==> config.mk <==
export PLATFORM = sky130hd
export DESIGN_NAME = rssi_sorted_device_list
export DESIGN_NICKNAME = d
export VERILOG_FILES = /design/src/rtl/core/rsdl_pkg.sv /design/src/rtl/core/rsdl_cell.sv /design/src/rtl/core/rssi_sorted_device_list.sv
export SDC_FILE = /design/constraint.sdc
export NUM_CORES = 2
export LEC_CHECK = 0
export ABC_CLOCK_PERIOD_IN_PS = 8830
export BUFFER_PORTS_ARGS = -buffer_cell sky130_fd_sc_hd__buf_2
export CAP_MARGIN = 10
export CORE_AREA = 4 4 547 549
export DETAILED_ROUTE_END_ITERATION = 16
export DIE_AREA = 0 0 551 553
export PLACE_DENSITY = 0.5
export SETUP_SLACK_MARGIN = 0.1
export SYNTH_ARGS = -nofsm -noshare
export SYNTH_HDL_FRONTEND = slang
export SYNTH_SLANG_ARGS = --single-unit
==> constraint.sdc <==
create_clock -name clk -period 8.83 [get_ports clk]
set_input_delay 0 -clock clk [delete_from_list [all_inputs] [get_ports clk]]
set_output_delay 0 -clock clk [all_outputs]
set_load 0.05 [all_outputs]
==> src/rtl/core/rsdl_pkg.sv <==
// rsdl_pkg: shared types, opcodes and the address folding function for the
// sorted device list. No dependencies.
package rsdl_pkg;

  localparam int KEY_W  = 28;
  localparam int MAC_W  = 48;
  localparam int RSSI_W = 8;
  localparam int OP_W   = 2;
  localparam int IDX_W  = 4;
  localparam int CNT_W  = 5;
  // Read window size follows from the read index width.
  localparam int RD_WIN = 1 << IDX_W;

  localparam logic [7:0] HI_NIB = 8'hF0;
  localparam logic [7:0] LO_NIB = 8'h0F;

  typedef enum logic [OP_W-1:0] {
    OP_INSERT = 2'd0,
    OP_READ   = 2'd1,
    OP_CLEAR  = 2'd2,
    OP_NOP    = 2'd3
  } opcode_t;

  typedef enum logic [1:0] {
    CELL_HOLD   = 2'd0,
    CELL_REMOVE = 2'd1,
    CELL_PLACE  = 2'd2
  } cell_cmd_t;

  typedef struct packed {
    logic [KEY_W-1:0]         key;
    logic [MAC_W-1:0]         mac;
    logic signed [RSSI_W-1:0] rssi;
  } entry_t;

  // Broadcast from the controller to every cell.
  typedef struct packed {
    cell_cmd_t cmd;
    entry_t    ent;
  } cell_ctl_t;

  // Per-cell compare status back to the controller.
  typedef struct packed {
    logic match;
    logic same;
  } cell_stat_t;

  // Fold the address: top nibble is byte 5's high nibble, bottom nibble is
  // byte 0's low nibble, each other is a byte's low XOR the byte below's high.
  function automatic logic [KEY_W-1:0] make_key(input logic [MAC_W-1:0] mac);
    logic [KEY_W-1:0] key;
    logic [7:0]       lo_b;
    logic [7:0]       hi_b;
    key = '0;
    key[KEY_W-1 -: 4] = 4'((mac[47:40] & HI_NIB) >> 4);
    for (int i = 1; i < 6; i++) begin
      lo_b = mac[8*i +: 8] & LO_NIB;
      hi_b = (mac[8*(i-1) +: 8] & HI_NIB) >> 4;
      key[4*i +: 4] = lo_b[3:0] ^ hi_b[3:0];
    end
    lo_b = mac[7:0] & LO_NIB;
    key[3:0] = lo_b[3:0];
    return key;
  endfunction

endpackage

==> src/rtl/core/rsdl_cell.sv <==
// rsdl_cell: one list slot. Compares its entry against the broadcast entry and
// shifts towards either neighbour on remove or place. Depends on rsdl_pkg.
module rsdl_cell (
  input  logic                clk,
  input  rsdl_pkg::cell_ctl_t ctl,
  input  logic                live,
  input  rsdl_pkg::entry_t    from_up,
  input  rsdl_pkg::entry_t    from_dn,
  input  logic                rm_in,
  input  logic                after_in,
  output rsdl_pkg::entry_t    q,
  output logic                rm_out,
  output logic                after_out,
  output rsdl_pkg::cell_stat_t stat
);

  logic match;
  logic after;

  assign match      = live && (q.key == ctl.ent.key);
  assign stat       = '{match: match, same: match && (q.rssi == ctl.ent.rssi)};
  assign rm_out     = rm_in | match;
  // New entry belongs at or before this slot.
  assign after      = !live || ($signed(q.rssi) <= $signed(ctl.ent.rssi));
  assign after_out  = after;

  always_ff @(posedge clk) begin
    case (ctl.cmd)
      rsdl_pkg::CELL_REMOVE: begin
        if (rm_out) begin
          q <= from_up;
        end
      end
      rsdl_pkg::CELL_PLACE: begin
        if (after && after_in) begin
          q <= from_dn;
        end else if (after) begin
          q <= ctl.ent;
        end
      end
      default: begin
        q <= q;
      end
    endcase
  end

endmodule

==> src/rtl/core/rssi_sorted_device_list.sv <==
// rssi_sorted_device_list: sequencer, fill count and result register around a
// row of rsdl_cell slots. Depends on rsdl_pkg and rsdl_cell.
// Insert: remove pass, place pass and result load from input transfer to
// result valid, with the place pass skipped when the same device repeats at
// the same strength; read, clear and no-op go straight to the result load.
// A new item is taken only once the sequencer is back in idle; a stalled
// result holds the input off. Reset empties the list and drops any pending
// result; slot contents are not cleared.
module rssi_sorted_device_list #(
  parameter int DEPTH = 16
) (
  input  logic                                clk,
  input  logic                                rst,
  input  logic                                in_valid,
  output logic                                in_stall,
  input  logic [rsdl_pkg::OP_W-1:0]           opcode,
  input  logic [rsdl_pkg::MAC_W-1:0]          device_mac,
  input  logic signed [rsdl_pkg::RSSI_W-1:0]  signal_strength,
  input  logic [rsdl_pkg::IDX_W-1:0]          read_index,
  output logic                                out_valid,
  input  logic                                out_stall,
  output logic                                entry_valid,
  output logic [rsdl_pkg::MAC_W-1:0]          entry_mac,
  output logic signed [rsdl_pkg::RSSI_W-1:0]  entry_rssi,
  output logic [rsdl_pkg::CNT_W-1:0]          list_count,
  output logic                                tail_dropped
);

  localparam int CW = $clog2(DEPTH + 1);

  typedef enum logic [1:0] {
    S_IDLE,
    S_REMOVE,
    S_PLACE,
    S_EMIT
  } state_t;

  state_t                          state;
  rsdl_pkg::opcode_t               op;
  rsdl_pkg::entry_t                new_ent;
  logic [rsdl_pkg::IDX_W-1:0]      rd_idx;
  logic [CW-1:0]                   count;
  logic                            ins_drop;

  rsdl_pkg::cell_ctl_t             ctl;
  rsdl_pkg::entry_t                cell_q   [DEPTH];
  rsdl_pkg::cell_stat_t            cell_st  [DEPTH];
  logic [DEPTH-1:0]                live;
  logic [DEPTH-1:0]                rm_c;
  logic [DEPTH-1:0]                after_c;
  logic [DEPTH-1:0]                match_v;
  logic [DEPTH-1:0]                same_v;
  rsdl_pkg::entry_t                rd_win   [rsdl_pkg::RD_WIN];
  logic                            rd_hit;
  logic                            rd_ok;
  logic                            full;
  logic [CW+rsdl_pkg::CNT_W-1:0]   cnt_ext;

  assign in_stall = (state != S_IDLE);
  assign full     = (count == CW'(DEPTH));

  always_comb begin
    ctl.ent = new_ent;
    case (state)
      S_REMOVE: ctl.cmd = (|same_v) ? rsdl_pkg::CELL_HOLD : rsdl_pkg::CELL_REMOVE;
      S_PLACE:  ctl.cmd = rsdl_pkg::CELL_PLACE;
      default:  ctl.cmd = rsdl_pkg::CELL_HOLD;
    endcase
  end

  for (genvar i = 0; i < DEPTH; i++) begin : g_cell
    assign live[i]    = (count > CW'(i));
    assign match_v[i] = cell_st[i].match;
    assign same_v[i]  = cell_st[i].same;

    rsdl_cell u_cell (
      .clk       (clk),
      .ctl       (ctl),
      .live      (live[i]),
      .from_up   (cell_q[(i + 1 < DEPTH) ? i + 1 : i]),
      .from_dn   (cell_q[(i > 0) ? i - 1 : i]),
      .rm_in     ((i > 0) ? rm_c[(i > 0) ? i - 1 : 0] : 1'b0),
      .after_in  ((i > 0) ? after_c[(i > 0) ? i - 1 : 0] : 1'b0),
      .q         (cell_q[i]),
      .rm_out    (rm_c[i]),
      .after_out (after_c[i]),
      .stat      (cell_st[i])
    );
  end

  for (genvar r = 0; r < rsdl_pkg::RD_WIN; r++) begin : g_rd
    if (r < DEPTH) begin : g_slot
      assign rd_win[r] = cell_q[r];
    end else begin : g_pad
      assign rd_win[r] = '0;
    end
  end

  assign rd_hit  = ({{CW{1'b0}}, rd_idx} < {{rsdl_pkg::IDX_W{1'b0}}, count});
  assign rd_ok   = (op == rsdl_pkg::OP_READ) && rd_hit;
  assign cnt_ext = {{rsdl_pkg::CNT_W{1'b0}}, count};

  always_ff @(posedge clk) begin
    if (rst) begin
      state     <= S_IDLE;
      count     <= '0;
      out_valid <= 1'b0;
    end else begin
      if (out_valid && !out_stall && (state != S_EMIT)) begin
        out_valid <= 1'b0;
      end
      case (state)
        S_IDLE: begin
          if (in_valid) begin
            op          <= rsdl_pkg::opcode_t'(opcode);
            new_ent.key <= rsdl_pkg::make_key(device_mac);
            new_ent.mac <= device_mac;
            new_ent.rssi <= signal_strength;
            rd_idx      <= read_index;
            ins_drop    <= 1'b0;
            state       <= (rsdl_pkg::opcode_t'(opcode) == rsdl_pkg::OP_INSERT) ?
                           S_REMOVE : S_EMIT;
          end
        end
        S_REMOVE: begin
          // Same key with same strength: leave the list alone.
          if (|same_v) begin
            state <= S_EMIT;
          end else begin
            if (|match_v) begin
              count <= count - CW'(1);
            end
            state <= S_PLACE;
          end
        end
        S_PLACE: begin
          ins_drop <= full;
          if (!full) begin
            count <= count + CW'(1);
          end
          state <= S_EMIT;
        end
        S_EMIT: begin
          if (!out_valid || !out_stall) begin
            out_valid    <= 1'b1;
            entry_valid  <= rd_ok;
            entry_mac    <= rd_ok ? rd_win[rd_idx].mac : '0;
            entry_rssi   <= rd_ok ? rd_win[rd_idx].rssi : '0;
            tail_dropped <= (op == rsdl_pkg::OP_INSERT) && ins_drop;
            if (op == rsdl_pkg::OP_CLEAR) begin
              count      <= '0;
              list_count <= '0;
            end else begin
              list_count <= cnt_ext[rsdl_pkg::CNT_W-1:0];
            end
            state <= S_IDLE;
          end
        end
        default: begin
          state <= S_IDLE;
        end
      endcase
    end
  end

endmodule
==> summary.md <==
| Metric | Value |
|---|---|
| Run status | `finished, violations left` |
| Failing checks | `slew limit` |
| Worst setup SP type | `flip-flop` |
| Register bit count reported by yosys | `1,498` |
| Starting Density | `29.9%` |
| HP Class | `primary input to flip-flop` |
| Fin Setup TNS | `0 ns` |
| Clk slew on worst S/H paths | `0.06 ns` |
| Met3 Use GR | `3.10%` |
| CTS sink cnt | `1,498` |
| Clk buf depth | `4` |
| Setup Skew | `0.0861 ns` |
| Crit path required time | `9.27 ns` |
| Grt met2 use | `32.0%` |
| GRT busiest layer | `met2` |
| Site Rows | `199` |
| Setup violators final | `0` |
| CP Class | `flip-flop to flip-flop` |
| IO Port Bufs | `130` |
| DRC Markers | `0` |
| Filler cells | `29,475` |
| Unrepaired setup endpoints after global routing | `false` |
| Slew HR | `-0.163%` |
| Via density | `5.57` |
| Yosys top cell by area | `edfxtp_1` |
| Die area | `305,000 µm²` |
| Non-Filler Instances | `11,814` |
| Grt ovf | `0` |
| Post-placement cell count | `11,367` |
| Antenna-violating nets left | `0` |
| EDFF count, synth | `1,490` |
| Final Hold Fails | `0` |
| Synth unique cells | `73` |
| Die Wd | `551 µm` |
| Main synth FF type | `edfxtp_1` |
| Total of max-cap violations | `0` |
| Final period util | `72.3%` |
| Post-CTS Hold Buffers | `128` |
| H-Tree Level Count | `4` |
| Post_cts resized | `0` |
| Gate Count Post-Synth | `7,862` |
| CP endpoint kind | `flip-flop` |
| Post-CTS Setup Inserts | `0` |
| Detail Placement HPWL | `205 mm` |
| Synth Area per Inst | `11.2 µm²` |
| Core area | `294,000 µm²` |
| I/O Pins | `131` |
| Synth Cell Area | `87,900 µm²` |
| Via Count | `65,801` |
| Yosys top cell area share | `50.9%` |
| Total GRT Usage | `20.8%` |
| GP Congestion | `0.943` |
| Antenna violations before repair | `12` |
| Fin crit period | `6.39 ns` |
| Met1 Resource Use GR | `30.5%` |
| DRT iter0 DRCs | `7,998` |
| Max Freq | `157 MHz` |
| Count leader, synth | `edfxtp_1` |
| Fin area | `99,100 µm²` |
| Share of cells above drive strength 1 | `12.8%` |
| First-pass GRT wire length | `471 mm` |
| Async S/R FF share, synth | `0%` |
| Clk root buf | `clkbuf_16` |
| Worst EP arrival | `6.83 ns` |
| Slew @ Worst Pin | `1.50 ns` |
| Top cells by count, synth | `1,490 x edfxtp_1, 1,257 x nor2_1, 868 x a21oi_1, 842 x mux2i_1, 687 x nand2_1` |
| Area post-placement | `92,400 µm²` |
| Synthesis-to-layout area growth | `12.8%` |
| Worst-skew pair later-pin latency | `0.87 ns` |
| Syn Nets | `8,070` |
| Worst-path fanout max | `50` |
| Area contributors post-synth | `edfxtp_1 51%, mux2i_1 9.6%, mux4_2 7.2%, nor2_1 5.4%, a21oi_1 4.9%` |
| Ys Warns | `0` |
| Cts bufs inserted | `180` |
| Die Y | `553 µm` |
| Slew Limit Fails | `23` |
| Sequential area share after synthesis | `51.1%` |
| Fin Hold WS | `0.106 ns` |
| Final Routed Wirelength | `328 mm` |
| Number of global-route vias before repair | `63,217` |
| DR pass1 iterations | `6` |
| NumNets Final | `7,966` |
| Wirelength per Cell | `27.7 µm` |
| CTS tree | `built` |
| Pin count of the biggest net entering global routing | `255` |
-- critical path, cell delays in order (launching register included) --
cell and delay, ns:
edfxtp_1 0.79, inv_1 0.66, ha_1 0.54, nand4_1 0.12, a211oi_1 0.53, nand4_1 0.21, o32ai_1 0.35, nor4_1 0.17
nand3b_1 0.21, nor3_1 0.18, and2_1 0.30, a32oi_4 0.25, buf_4 0.72, buf_4 0.92
-- path summary, 6_finish.rpt --
| kind | from | endpoint | slack, ns | depth (start not counted) |
|---|---|---|---|---|
| setup / recovery | ctl[4] | g_cell[12].u_cell.q[34] | 2.44 | 13 |
| hold / removal | device_mac[47] | ctl[83] | 0.11 | 2 |
| setup reg to reg | ctl[4] | g_cell[12].u_cell.q[34] | 2.44 | 13 |
| hold reg to reg | state[1] | state[1] | 0.56 | 2 |
-- sequential cells by signal (all words and copies together), names as in the netlist --
register,flops
entry_mac,48
tail_dropped,1
entry_valid,1
state,2
out_valid,1
ctl,76
op,2
ins_drop,1
count,5
list_count,5
entry_rssi,8
rd_idx,4
g_cell.u_cell.q,1344
-- placed cells by master, fill, tap and decap left out, drive strengths merged, types with 5 or more instances in the layout --
cell type	count
nor4	99
o32ai	7
clkbuf	229
nand2b	13
edfxtp	1490
or4	7
a2111o	5
nor3	19
mux2	152
a31oi	338
diode	6
dlygate4sd3	128
a22oi	5
clkinv	66
a211oi	11
nand2	687
nor2	1257
ha	142
nand4b	5
or3	10
a21oi	868
and2	7
nand4	108
o21a	55
and3	6
buf	286
bufinv	10
inv	62
or2	13
o21ai	50
mux2i	842
xor2	348
nand3	12
dfxtp	8
mux4	280
xnor2	122
nor2b	78
nor4b	7
-- per-stage QoR --
step | util [%] | setup slack (ns)
after global routing | 33.7 | 2.31
after global placement | 31.4 | 2.49
after detailed placement | 31.4 | 2.49
after floorplan | - | -0.559
after CTS | 33.7 | 2.51
final | 33.7 | 2.44
-- cell families after synthesis --
group                    Yosys count  synth area share (%)
XOR/XNOR                         470                  4.68
AND/OR/NAND/NOR                 2348                  11.3
buffers and inverters            757                  3.53
flip-flops                      1498                  51.1
multiplexers                    1274                  18.7
adder cells (fa/ha/maj)          142                  2.02
AO/OA/AOI/OAI                   1373                  8.70
-- final cells by class --
cell class / instances / area [µm²] / area share, %
well taps: 3919 / 4900 / 4.95
inverters: 57 / 214 / 0.216
repair buffers: 414 / 3400 / 3.43
clock buffers: 229 / 4750 / 4.79
flip-flops and latches: 1498 / 44900 / 45.3
diodes: 6 / 15.0 / 0.0151
clock inverters: 84 / 682 / 0.688
multi-input cells: 5607 / 40200 / 40.6
-- per-layer routing --
layer  up-vias  wire (µm)
met4         0       8250
met2      3094     148000
met5         -          0
li1      28847          -
met3       427      25900
met1     33433     146000
Power is left out: the tool's default activity adds up to more than one toggle a clock period on the data nets, which glitch-free logic cannot reach.
